**config.mk**
```make
export PLATFORM = sky130hd
export DESIGN_NAME = little_man_computer_core_unit
export DESIGN_NICKNAME = d
export VERILOG_FILES = /design/src/hdl/lmc_pkg.sv /design/src/hdl/lmc_ram.sv /design/src/hdl/little_man_computer_core_unit.sv
export SDC_FILE = /design/constraint.sdc
export NUM_CORES = 2
export LEC_CHECK = 0
export BUFFER_PORTS_ARGS = -buffer_cell sky130_fd_sc_hd__clkbuf_2
export CAP_MARGIN = 10
export CELL_PAD_IN_SITES_DETAIL_PLACEMENT = 0
export CELL_PAD_IN_SITES_GLOBAL_PLACEMENT = 1
export CORE_AREA = 2 2 389 391
export CTS_CLUSTER_DIAMETER = 50
export DETAILED_ROUTE_END_ITERATION = 8
export DIE_AREA = 0 0 391 393
export GPL_ROUTABILITY_DRIVEN = 0
export PLACE_DENSITY_LB_ADDON = 0.1
export SLEW_MARGIN = 20
export SYNTH_ARGS = -nofsm -noshare
export SYNTH_HDL_FRONTEND = slang
export SYNTH_SLANG_ARGS = --single-unit
```
**constraint.sdc**
```tcl
create_clock -name i_clk -period 8.2 [get_ports i_clk]
set_clock_uncertainty 0.2 [all_clocks]
set_input_delay 0.82 -clock i_clk [delete_from_list [all_inputs] [get_ports i_clk]]
set_output_delay 0.82 -clock i_clk [all_outputs]
set_load 0.02 [all_outputs]
```
**src/hdl/lmc_pkg.sv**
```systemverilog
package lmc_pkg;

    typedef enum logic [1:0] {
        REQ_LOAD  = 2'd0,
        REQ_START = 2'd1,
        REQ_STEP  = 2'd2,
        REQ_NONE  = 2'd3
    } t_req;

    typedef enum logic [3:0] {
        OP_HLT = 4'd0,
        OP_ADD = 4'd1,
        OP_SUB = 4'd2,
        OP_STA = 4'd3,
        OP_LDA = 4'd5,
        OP_BRA = 4'd6,
        OP_BRZ = 4'd7,
        OP_BRP = 4'd8,
        OP_IO  = 4'd9
    } t_op;

    typedef enum logic [1:0] {
        S_IDLE,
        S_FETCH,
        S_OPER
    } t_state;

    localparam int unsigned INS_LIMIT    = 1000;
    localparam int unsigned DIGIT_BASE   = 100;
    localparam int unsigned DIV100_MUL   = 41;
    localparam int unsigned DIV100_SHIFT = 12;
    localparam logic [6:0]  ADDR_HALT    = 7'd0;
    localparam logic [6:0]  ADDR_INPUT   = 7'd1;
    localparam logic [6:0]  ADDR_OUTPUT  = 7'd2;

endpackage

```
**src/hdl/lmc_ram.sv**
```systemverilog
module lmc_ram #(
    parameter int WIDTH = 16,
    parameter int DEPTH = 100
) (
    input  logic                     i_clk,
    input  logic                     i_we,
    input  logic [$clog2(DEPTH)-1:0] i_waddr,
    input  logic [WIDTH-1:0]         i_wdata,
    input  logic                     i_re,
    input  logic [$clog2(DEPTH)-1:0] i_raddr,
    output logic [WIDTH-1:0]         o_rdata
);

    logic [WIDTH-1:0] r_mem [DEPTH];
    logic [WIDTH-1:0] r_q;

    always_ff @(posedge i_clk) begin
        if (i_re) begin
            r_q <= r_mem[i_raddr];
        end
        if (i_we) begin
            r_mem[i_waddr] <= i_wdata;
        end
    end

    assign o_rdata = r_q;

endmodule

```
**src/hdl/little_man_computer_core_unit.sv**
```systemverilog
// Little Man Computer core: mailboxes live in a single synchronous RAM with one write and
// one read port, beside the accumulator, program counter and halt flag. Each item carries
// a request in tuser: load a mailbox, start (clear pc, accumulator and halt flag), or
// execute one instruction. Load, start and idle requests finish in the fetch state; a step
// reads its operand in a following operand state over the shared RAM read port. The next
// item is accepted in the cycle the current one finishes, so loads run at one item per
// clock while results are taken; steps hold the next item back through the operand state.
// Each item gives exactly one result, held in an output register; an item cannot finish,
// and so the next one is not accepted, while that register holds a result the consumer has
// not yet taken. Mailboxes read as zero until written after reset, with no clearing pass.
module little_man_computer_core_unit
    import lmc_pkg::*;
#(
    parameter int MAILBOXES = 100,
    parameter int WORD_BITS = 16
) (
    input  logic        i_clk,
    input  logic        i_rst_n,
    input  logic        i_s_tvalid,
    output logic        o_s_tready,
    input  logic [23:0] i_s_tdata,  // mailbox[6:0], word[22:7], zero[23]
    input  logic [1:0]  i_s_tuser,  // req_type[1:0]
    output logic        o_m_tvalid,
    input  logic        i_m_tready,
    output logic [47:0] o_m_tdata,  // out_value, halted, bad_code, next_pc, accum_now, zeros
    output logic [0:0]  o_m_tuser   // out_valid[0]
);

    localparam int ADDR_W = $clog2(MAILBOXES);

    t_state                r_state, n_state;
    logic [1:0]            r_req;
    logic [6:0]            r_box;
    logic signed [15:0]    r_word;
    logic [WORD_BITS-1:0]  r_acc, n_acc;
    logic [ADDR_W-1:0]     r_pc, n_pc;
    logic                  r_halt, n_halt;
    logic [MAILBOXES-1:0]  r_vld;

    logic [3:0]            r_op;
    logic [6:0]            r_a;
    logic                  r_a_ok;
    logic                  r_dec_bad;

    logic                  r_fwd_hit;
    logic [WORD_BITS-1:0]  r_fwd_data;
    logic                  r_rd_vld;
    logic [WORD_BITS-1:0]  ram_q;
    logic [WORD_BITS-1:0]  mem_q;

    logic                  we, re;
    logic [ADDR_W-1:0]     waddr, raddr;
    logic [WORD_BITS-1:0]  wdata;

    logic                  out_free, go_oper, done, in_ready, accept;
    logic [9:0]            dec_ins;
    logic [15:0]           dec_prod;
    logic [3:0]            dec_op;
    logic [9:0]            dec_rem;
    logic [6:0]            dec_a;
    logic                  dec_a_ok;
    logic                  dec_bad;

    logic [WORD_BITS-1:0]  opnd;
    logic [ADDR_W-1:0]     seq_pc, tgt_pc;
    logic [WORD_BITS-1:0]  ex_acc;
    logic [ADDR_W-1:0]     ex_pc;
    logic                  ex_halt, ex_bad, ex_ov, ex_store;
    logic                  n_o_ov, n_o_bad;
    logic [15:0]           n_o_val;

    logic                  r_o_valid;
    logic                  r_o_ov, r_o_halt, r_o_bad;
    logic [15:0]           r_o_val, r_o_acc;
    logic [6:0]            r_o_pc;

    lmc_ram #(
        .WIDTH (WORD_BITS),
        .DEPTH (MAILBOXES)
    ) u_ram (
        .i_clk   (i_clk),
        .i_we    (we),
        .i_waddr (waddr),
        .i_wdata (wdata),
        .i_re    (re),
        .i_raddr (raddr),
        .o_rdata (ram_q)
    );

    assign mem_q = r_fwd_hit ? r_fwd_data : (r_rd_vld ? ram_q : '0);

    assign out_free = !r_o_valid || i_m_tready;
    assign go_oper  = (r_state == S_FETCH) && (r_req == REQ_STEP) && !r_halt;
    assign done     = ((r_state == S_FETCH) && !go_oper && out_free)
                   || ((r_state == S_OPER) && out_free);
    assign in_ready = (r_state == S_IDLE) || done;
    assign accept   = i_s_tvalid && in_ready;
    assign re       = !((r_state == S_OPER) && !out_free);

    always_comb begin
        n_state = r_state;
        unique case (r_state)
            S_IDLE: begin
                if (i_s_tvalid) n_state = S_FETCH;
            end
            S_FETCH: begin
                if (go_oper) begin
                    n_state = S_OPER;
                end else if (done) begin
                    n_state = i_s_tvalid ? S_FETCH : S_IDLE;
                end
            end
            S_OPER: begin
                if (done) n_state = i_s_tvalid ? S_FETCH : S_IDLE;
            end
            default: n_state = S_IDLE;
        endcase
    end

    // Decimal decode: the opcode is the hundreds digit, found by a reciprocal multiply
    // that is exact for values below one thousand.
    always_comb begin
        dec_ins  = mem_q[9:0];
        dec_prod = 16'(dec_ins) * 16'(DIV100_MUL);
        dec_op   = dec_prod[DIV100_SHIFT+3:DIV100_SHIFT];
        dec_rem  = dec_ins - 10'(dec_op) * 10'(DIGIT_BASE);
        dec_a    = dec_rem[6:0];
        dec_a_ok = dec_a < MAILBOXES;
        dec_bad  = mem_q[WORD_BITS-1] || (mem_q >= WORD_BITS'(INS_LIMIT));
    end

    always_comb begin
        opnd     = r_a_ok ? mem_q : '0;
        seq_pc   = (r_pc == ADDR_W'(MAILBOXES - 1)) ? '0 : r_pc + 1'b1;
        tgt_pc   = r_a_ok ? ADDR_W'(r_a) : '0;
        ex_acc   = r_acc;
        ex_pc    = seq_pc;
        ex_halt  = r_halt;
        ex_bad   = r_dec_bad;
        ex_ov    = 1'b0;
        ex_store = 1'b0;
        if (!r_dec_bad) begin
            unique case (r_op)
                OP_HLT: begin
                    if (r_a == ADDR_HALT) ex_halt = 1'b1;
                    else ex_bad = 1'b1;
                end
                OP_ADD: ex_acc = r_acc + opnd;
                OP_SUB: ex_acc = r_acc - opnd;
                OP_STA: ex_store = r_a_ok;
                OP_LDA: ex_acc = opnd;
                OP_BRA: ex_pc = tgt_pc;
                OP_BRZ: begin
                    if (r_acc == '0) ex_pc = tgt_pc;
                end
                OP_BRP: begin
                    if (!r_acc[WORD_BITS-1]) ex_pc = tgt_pc;
                end
                OP_IO: begin
                    if (r_a == ADDR_INPUT) ex_acc = WORD_BITS'(r_word);
                    else if (r_a == ADDR_OUTPUT) ex_ov = 1'b1;
                    else ex_bad = 1'b1;
                end
                default: ex_bad = 1'b1;
            endcase
        end

        n_acc   = r_acc;
        n_pc    = r_pc;
        n_halt  = r_halt;
        n_o_ov  = 1'b0;
        n_o_val = '0;
        n_o_bad = 1'b0;
        we      = 1'b0;
        waddr   = '0;
        wdata   = '0;
        if (done && (r_state == S_FETCH)) begin
            if (r_req == REQ_START) begin
                n_acc  = '0;
                n_pc   = '0;
                n_halt = 1'b0;
            end
            if ((r_req == REQ_LOAD) && (r_box < MAILBOXES)) begin
                we    = 1'b1;
                waddr = ADDR_W'(r_box);
                wdata = WORD_BITS'(r_word);
            end
        end else if (done && (r_state == S_OPER)) begin
            n_acc   = ex_acc;
            n_pc    = ex_pc;
            n_halt  = ex_halt;
            n_o_ov  = ex_ov;
            n_o_val = ex_ov ? 16'(r_acc) : '0;
            n_o_bad = ex_bad;
            we      = ex_store;
            waddr   = ADDR_W'(r_a);
            wdata   = r_acc;
        end

        raddr = go_oper ? (dec_a_ok ? ADDR_W'(dec_a) : '0) : n_pc;
    end

    always_ff @(posedge i_clk) begin
        if (!i_rst_n) begin
            r_state   <= S_IDLE;
            r_acc     <= '0;
            r_pc      <= '0;
            r_halt    <= 1'b0;
            r_vld     <= '0;
            r_o_valid <= 1'b0;
        end else begin
            r_state <= n_state;
            r_acc   <= n_acc;
            r_pc    <= n_pc;
            r_halt  <= n_halt;
            if (we) r_vld[waddr] <= 1'b1;
            if (done) begin
                r_o_valid <= 1'b1;
            end else if (i_m_tready) begin
                r_o_valid <= 1'b0;
            end
        end
    end

    always_ff @(posedge i_clk) begin
        if (accept) begin
            r_req  <= i_s_tuser;
            r_box  <= i_s_tdata[6:0];
            r_word <= i_s_tdata[22:7];
        end
        if (go_oper) begin
            r_op      <= dec_op;
            r_a       <= dec_a;
            r_a_ok    <= dec_a_ok;
            r_dec_bad <= dec_bad;
        end
        if (re) begin
            r_fwd_hit  <= we && (waddr == raddr);
            r_fwd_data <= wdata;
            r_rd_vld   <= r_vld[raddr];
        end
        if (done) begin
            r_o_ov   <= n_o_ov;
            r_o_val  <= n_o_val;
            r_o_halt <= n_halt;
            r_o_bad  <= n_o_bad;
            r_o_pc   <= 7'(n_pc);
            r_o_acc  <= 16'(n_acc);
        end
    end

    assign o_s_tready   = in_ready;
    assign o_m_tvalid   = r_o_valid;
    assign o_m_tuser[0] = r_o_ov;
    assign o_m_tdata    = {7'd0, r_o_acc, r_o_pc, r_o_bad, r_o_halt, r_o_val};

`ifndef SYNTHESIS
    a_pc_range: assert property (@(posedge i_clk) disable iff (!i_rst_n)
        r_pc < MAILBOXES)
        else $error("program counter left the mailbox range");

    a_no_idle_write: assert property (@(posedge i_clk) disable iff (!i_rst_n)
        !(we && (r_state == S_IDLE)))
        else $error("memory write with no item in work");

    a_oper_hold: assert property (@(posedge i_clk) disable iff (!i_rst_n)
        ((r_state == S_OPER) && !out_free) |=> (r_state == S_OPER))
        else $error("operand stage left while the result could not be stored");

    a_result_follows: assert property (@(posedge i_clk) disable iff (!i_rst_n)
        done |=> o_m_tvalid)
        else $error("finished item did not present a result");
`endif

endmodule
```
* Word-level counts from Yosys, hierarchy flattened
Memory sizes are Yosys's and may differ from the RTL's. A register that Yosys moved wholly into a read port is not among the register bits. Cells that the tools add are included.
Word-level totals: memories kept 1, word-level logic and storage cells 144, register bits after elaboration 225, input bits 30, bits in writable memories 1600
Memories:
- u_ram.r_mem | words 100, bits a word 16, rd ports 1, clocked after Yosys merged registers in 1, write ports 1, RTL line lmc_ram.sv:14 | logic [WIDTH-1:0] r_mem [DEPTH];
Cells by class: multipliers 2, equality and inequality tests 17, $lt $le $gt $ge 6, reduce and logical (&&, ||, !) cells 30, add/sub/neg operators 4, bitwise gates (word level) 3, mux-type cells 59
Operator list (number):
- $mux W16 | 11
- $or A100 B100 Y100 | 1
- $mux W7 | 13
- $pmux W16 S4 | 1
- $mux W1 | 26
- $pmux W7 S3 | 1
- $add A16 B16 Y16 | 1
- $ge A16 B10 Y1 const B | 1
- $logic_not A16 Y1 | 1
- $lt A7 B8 Y1 const B | 2
- $mul A10 B6 Y16 const B | 1
- $sub A16 B16 Y16 | 1
- $lt A7 B7 Y1 const B | 2
- $eq A4 B3 Y1 const B | 3
- $logic_and A1 B1 Y1 | 12
- $eq A4 B2 Y1 const B | 2
- $eq A4 B4 Y1 const B | 2
- $add A7 B1 Y7 const B | 1
- $bmux W1 S7 | 1
- $demux W1 S7 | 1
- $eq A7 B1 Y1 const B | 1
- $eq A7 B2 Y1 const B | 1
- $eq A7 B7 Y1 | 1
- $eq A7 B7 Y1 const B | 1
- other kinds (20) | 33

* Longest topological paths before layout
depth after elaboration 15, mapped depth 34, mapped depth without buffers 28

* By module
A second synthesis with hierarchy kept.
Unflattened totals: cell total of the unflattened synthesis 4000, area total of the unflattened synthesis 74381.3 µm²
Modules (own cells, without submodules):
- lmc_ram | seq. area each 48526.5 µm², area an instance 61993.2 µm², cells an instance 2669, instances 1
- little_man_computer_core_unit | seq. area each 5485.3 µm², area an instance 12388.1 µm², cells an instance 1331, instances 1

* Worst setup path before layout
Ideal clock, no wire load.
path type input to register, start point in i_m_tready, end point reg r_fwd_data[5], data pin, cell stages on the path 5, path buffers 0, slack 0.869 ns, arrival time 6.141 ns, path through nand2b_1 > nand2_1 > nor4_1 > inv_1 > o21ai_0
On the way: cells in the longest elaborated chain, start to end 6
Ends and longest elaborated chain:
- from (decl) | RTL line little_man_computer_core_unit.sv:24 | input logic i_m_tready,
- $logic_or A1 B1 Y1 * | RTL line little_man_computer_core_unit.sv:92 | assign out_free = !r_o_valid || i_m_tready;
- $logic_and A1 B1 Y1 (on tied branches) | RTL line little_man_computer_core_unit.sv:94, little_man_computer_core_unit.sv:95
- $logic_or A1 B1 Y1 * | RTL line little_man_computer_core_unit.sv:95 | || ((r_state == S_OPER) && out_free);
- $logic_and A1 B1 Y1 | RTL line little_man_computer_core_unit.sv:188 | end else if (done && (r_state == S_OPER)) begin
- $mux W16 | RTL line little_man_computer_core_unit.sv:188
- $mux W16 * | RTL line little_man_computer_core_unit.sv:177 | if (done && (r_state == S_FETCH)) begin
- named net u_ram.i_wdata[5] | RTL line lmc_ram.sv:8 | input logic [WIDTH-1:0] i_wdata,
- to (signal assigned) | RTL line little_man_computer_core_unit.sv:239 | r_fwd_data <= wdata;
- to (decl) | RTL line little_man_computer_core_unit.sv:46 | logic [WORD_BITS-1:0] r_fwd_data;
Mark *: on every way through the listed nets, which the timed path passes. The rest lies on a longest branch. A chain may end at the register's enable or synchronous reset.

* Worst setup path in the final report
start point reg r_fwd_hit, end point reg r_rd_vld, data pin
On the way: cells in the longest elaborated chain, start to end 9
Ends and longest elaborated chain:
- from (decl) | RTL line little_man_computer_core_unit.sv:45 | logic r_fwd_hit;
- from (signal assigned) | RTL line little_man_computer_core_unit.sv:238 | r_fwd_hit <= we && (waddr == raddr);
- $mux W16 * | RTL line little_man_computer_core_unit.sv:90 | assign mem_q = r_fwd_hit ? r_fwd_data : (r_rd_vld ? ram_q : '0);
- $mul A10 B6 Y16 * | RTL line little_man_computer_core_unit.sv:124 | dec_prod = 16'(dec_ins) * 16'(DIV100_MUL);
- named net dec_prod[15] | RTL line little_man_computer_core_unit.sv:57 | logic [15:0] dec_prod;
- $mul A4 B5 Y5 * | RTL line little_man_computer_core_unit.sv:126 | dec_rem = dec_ins - 10'(dec_op) * 10'(DIGIT_BASE);
- $sub A7 B7 Y7 * | RTL line little_man_computer_core_unit.sv:126
- $lt A7 B7 Y1 | RTL line little_man_computer_core_unit.sv:128 | dec_a_ok = dec_a < MAILBOXES;
- $mux W7 * (2 in a row) | RTL line little_man_computer_core_unit.sv:200 | raddr = go_oper ? (dec_a_ok ? ADDR_W'(dec_a) : '0) : n_pc;
- $bmux W1 S7 * | RTL line little_man_computer_core_unit.sv:240 | r_rd_vld <= r_vld[raddr];
- $mux W1 (not written as such) * | RTL line little_man_computer_core_unit.sv:240
- to (signal assigned) | RTL line little_man_computer_core_unit.sv:240
- to (decl) | RTL line little_man_computer_core_unit.sv:47 | logic r_rd_vld;
Mark *: on every way through the listed nets, which the timed path passes. The rest lies on a longest branch. The select of a mux whose other input is x is not followed.

==> results.yml <==
clock_network:
  cts_tree: "built"
  cts.htree.levels: 4
  cts_buffers: 194
  cts.sinks: 1841
  clk_latency_ns: 0.81
  ctsRootBufferMaster: "clkbuf_16"
  clk_path_buf_depth: 3
  clk_pin_slew_ns: 0.06
cells_and_area:
  final_common_cell: "edfxtp_1"
  fill_cells: 12000
  nets: 6374
  layout_common_cells: "edfxtp_1, nand2_1, nand3_1"
  final_cell_area_sq_um: 87600
  areaGrowthSynthToFinish_pct: 15.8
  diodes: 0
  drive_above_1_share: 0.135
timing:
  worst_pin_slew_ns: 1.15
  rsz0062_at_grt: "no"
  final.period_utilization: 0.975
  finalSetupTns_ns: 0
  drv_slew: 0
  relSlewSlack: 0.234
  period_minus_slack_ns: 7.99
  fmax_mhz: 125
  hold_violations: 0
  setup_viol_count_final: 0
  hold_slack_ns: 0.166
hold_path:
  min_from: "i_s_tvalid"
  hold_class: "in2reg"
grt:
  antenna_found_initial: 10
  grt_first_pass_wirelength_um: 325000
  track_usage: 0.290
  grt_overflow: 0
  grt_max_degree: 87
  grt_pass1_vias: 47200
detailed_routing:
  drt-initial-drc-count: 5981
  met1_length_um: 95800
  route.met2.wl_um: 103000
  dr_wl_met3_um: 18600
  top_layer: "met5"
  wl_per_cell_um: 26.6
  final_antenna_net_count: 0
  drc: 0
  via_per_inst: 6.02
  routed_wl_um: 224000
  firstDrtPassIters: 9
  vias: 50600
yosys:
  synthCells: 5961
  ys_ff_latch: 1841
  yosys_warnings: 0
  netlist_area_sq_um: 75700
  ys_seq_area_frac: 0.714
  yosys.cell_types.count: 89
  syn_avg_cell_area_sq_um: 12.7
  synthFlopType: "edfxtp_1"
  async_flop_share: 0
  synth_edf_count: 1714
critical_path:
  crit_start: "r_fwd_hit$_DFFE_PN_"
  worstSetupPathType: "reg2reg"
  start_kind: "register"
  critPathSlowestCell: "fa_1"
  worst-path-max-fanout: 13
  end_kind: "register"
  max_stage_delay_ns: 0.47
  cp_common_cell: "ha_1"
  arrival_ns: 8.39
  cp_data_required_time_ns: 8.59
  worstReg2RegStart: "r_fwd_hit$_DFFE_PN_"
flow_run:
  max_cap_violations: 0
outcome:
  run_status: "complete, no violations"
floorplanning:
  coreArea_sq_um: 149000
  fp-row-count: 142
  die_h_um: 393
  die_x_um: 391
  dieArea_sq_um: 154000
  initial_core_util: 0.507
  pin_count: 81
placement:
  placed_area_sq_um: 80800
  dp_hpwl_um: 137000
  io_buffers: 72
pwr:
  p_per_area_nw_per_um2: 224
  power.leakage_nw: 31.5
  ir_drop_mv: 0.220
[final cells by class]
| cell class | instances | area, sq um | area share |
|---|---|---|---|
| multi-input combinational | 3722 | 20300 | 0.232 |
| sequential | 1841 | 54000 | 0.617 |
| tap | 1944 | 2430 | 0.0278 |
| inverter | 34 | 128 | 0.00146 |
| clock inverter | 96 | 1050 | 0.0120 |
| clock buffer | 270 | 5370 | 0.0613 |
| timing repair buffer | 493 | 4270 | 0.0488 |
[through the flow]
| step | setup slack [ns] | total power, W | cells | util |
|---|---|---|---|---|
| global placement | 0.0878 | 0.0111 | 8008 | 0.541 |
| detailed placement | 0.0146 | 0.0111 | 8008 | 0.542 |
| global route | 0.00314 | 0.0202 | 8400 | 0.587 |
| finish | 0.206 | 0.0197 | 8400 | 0.587 |
| CTS | 0.0566 | 0.0198 | 8399 | 0.586 |
| floorplan | 0.869 | 0.0108 | 5967 | - |
[sequential cells by signal, summed over array words and instances (netlist names)]
register,flops
r_box,7
r_a_ok,1
r_o_val,16
u_ram.o_rdata,16
o_m_tvalid,1
r_word,16
r_dec_bad,1
r_fwd_hit,1
r_fwd_data,16
r_pc,7
r_vld,100
o_m_tuser,1
r_a,7
u_ram.r_mem,1600
r_req,2
r_o_halt,1
r_rd_vld,1
r_o_pc,7
r_o_bad,1
r_op,4
r_halt,1
r_acc,16
r_o_acc,16
r_state,2
[cell families (layout without fill, tap and decap cells)]
logic type / count (synthesis) / count (layout) / share of synthesized area
compound gates: 730 / 730 / 0.0647
flops: 1841 / 1841 / 0.714
mux: 216 / 216 / 0.0297
buf+inv: 404 / 893 / 0.0240
fa+ha+maj: 59 / 59 / 0.0102
simple gates: 2671 / 2671 / 0.153
xor+xnor: 39 / 39 / 0.00496
other cells: 1 / 7 / 0.0000495
[path summary, 6_finish.rpt]
kind                            cells after the start                 endpoint  slack, ns
worst min register to register                      1   r_vld[67]$_SDFFE_PN0P_       0.26
worst max-delay path                               29       r_rd_vld$_DFFE_PN_       0.21
worst min-delay path                                3  r_state[0]$_SDFFE_PN0P_       0.17
worst max register to register                     29       r_rd_vld$_DFFE_PN_       0.21
[power breakdown]
| part | leakage, nW | switching [W] | total, W | internal (W) |
|---|---|---|---|---|
| combinational | 11.6 | 0.000439 | 0.000669 | 0.000230 |
| clock | 3.12 | 0.00369 | 0.00877 | 0.00508 |
| sequential | 16.7 | 0.0000304 | 0.0102 | 0.0102 |
| total | 31.5 | 0.00416 | 0.0197 | 0.0155 |
[worst max-delay path, delay by kind of cell, from the launching register on]
family	cells	cell delay (ns)
compound gates	9	2.53
fa+ha+maj	6	1.98
simple gates	5	0.97
flops	1	0.45
xor+xnor	2	0.37
buf+inv	7	1.25
[layer usage]
layer,GRT usage,up-vias
li1,-,22600
met1,0.418,25500
met2,0.455,2122
met3,0.0503,354
met4,0.0802,2
met5,0,-
[synthesized netlist by cell type (9+ instances only)]
master / n / area, sq um
a2111oi_0: 11 / 96.3
a211oi_1: 10 / 75.1
a21oi_1: 252 / 1260
a22o_1: 24 / 210
a22oi_1: 14 / 105
a311o_1: 10 / 100
a31oi_1: 56 / 350
a32oi_1: 16 / 140
and2_1: 54 / 338
and3_1: 26 / 163
buf_1: 56 / 210
buf_2: 120 / 601
buf_4: 17 / 128
clkbuf_1: 170 / 638
dfxtp_1: 127 / 2540
edfxtp_1: 1714 / 51500
ha_1: 53 / 663
inv_1: 31 / 116
mux2i_1: 202 / 2020
nand2_1: 1478 / 5550
nand3_1: 770 / 3850
nand4_1: 33 / 206
nor2_1: 185 / 694
nor2b_1: 16 / 100
nor3_1: 52 / 260
nor4_1: 17 / 106
o211ai_1: 16 / 120
o21a_1: 106 / 796
o21ai_0: 69 / 345
o221ai_1: 20 / 175
o22ai_1: 27 / 169
o31a_1: 9 / 78.8
o31ai_1: 18 / 135
or4_1: 9 / 67.6
xnor2_1: 28 / 245
[what timing repair did]
action,CTS,global route
hold endpoints to repair,25,0
endpoints found under the setup margin,2,15
resized for setup,2,21
setup buffers,0,1
hold buffers,25,0
pin swaps,0,4
(Power assumes the default switching activity.)
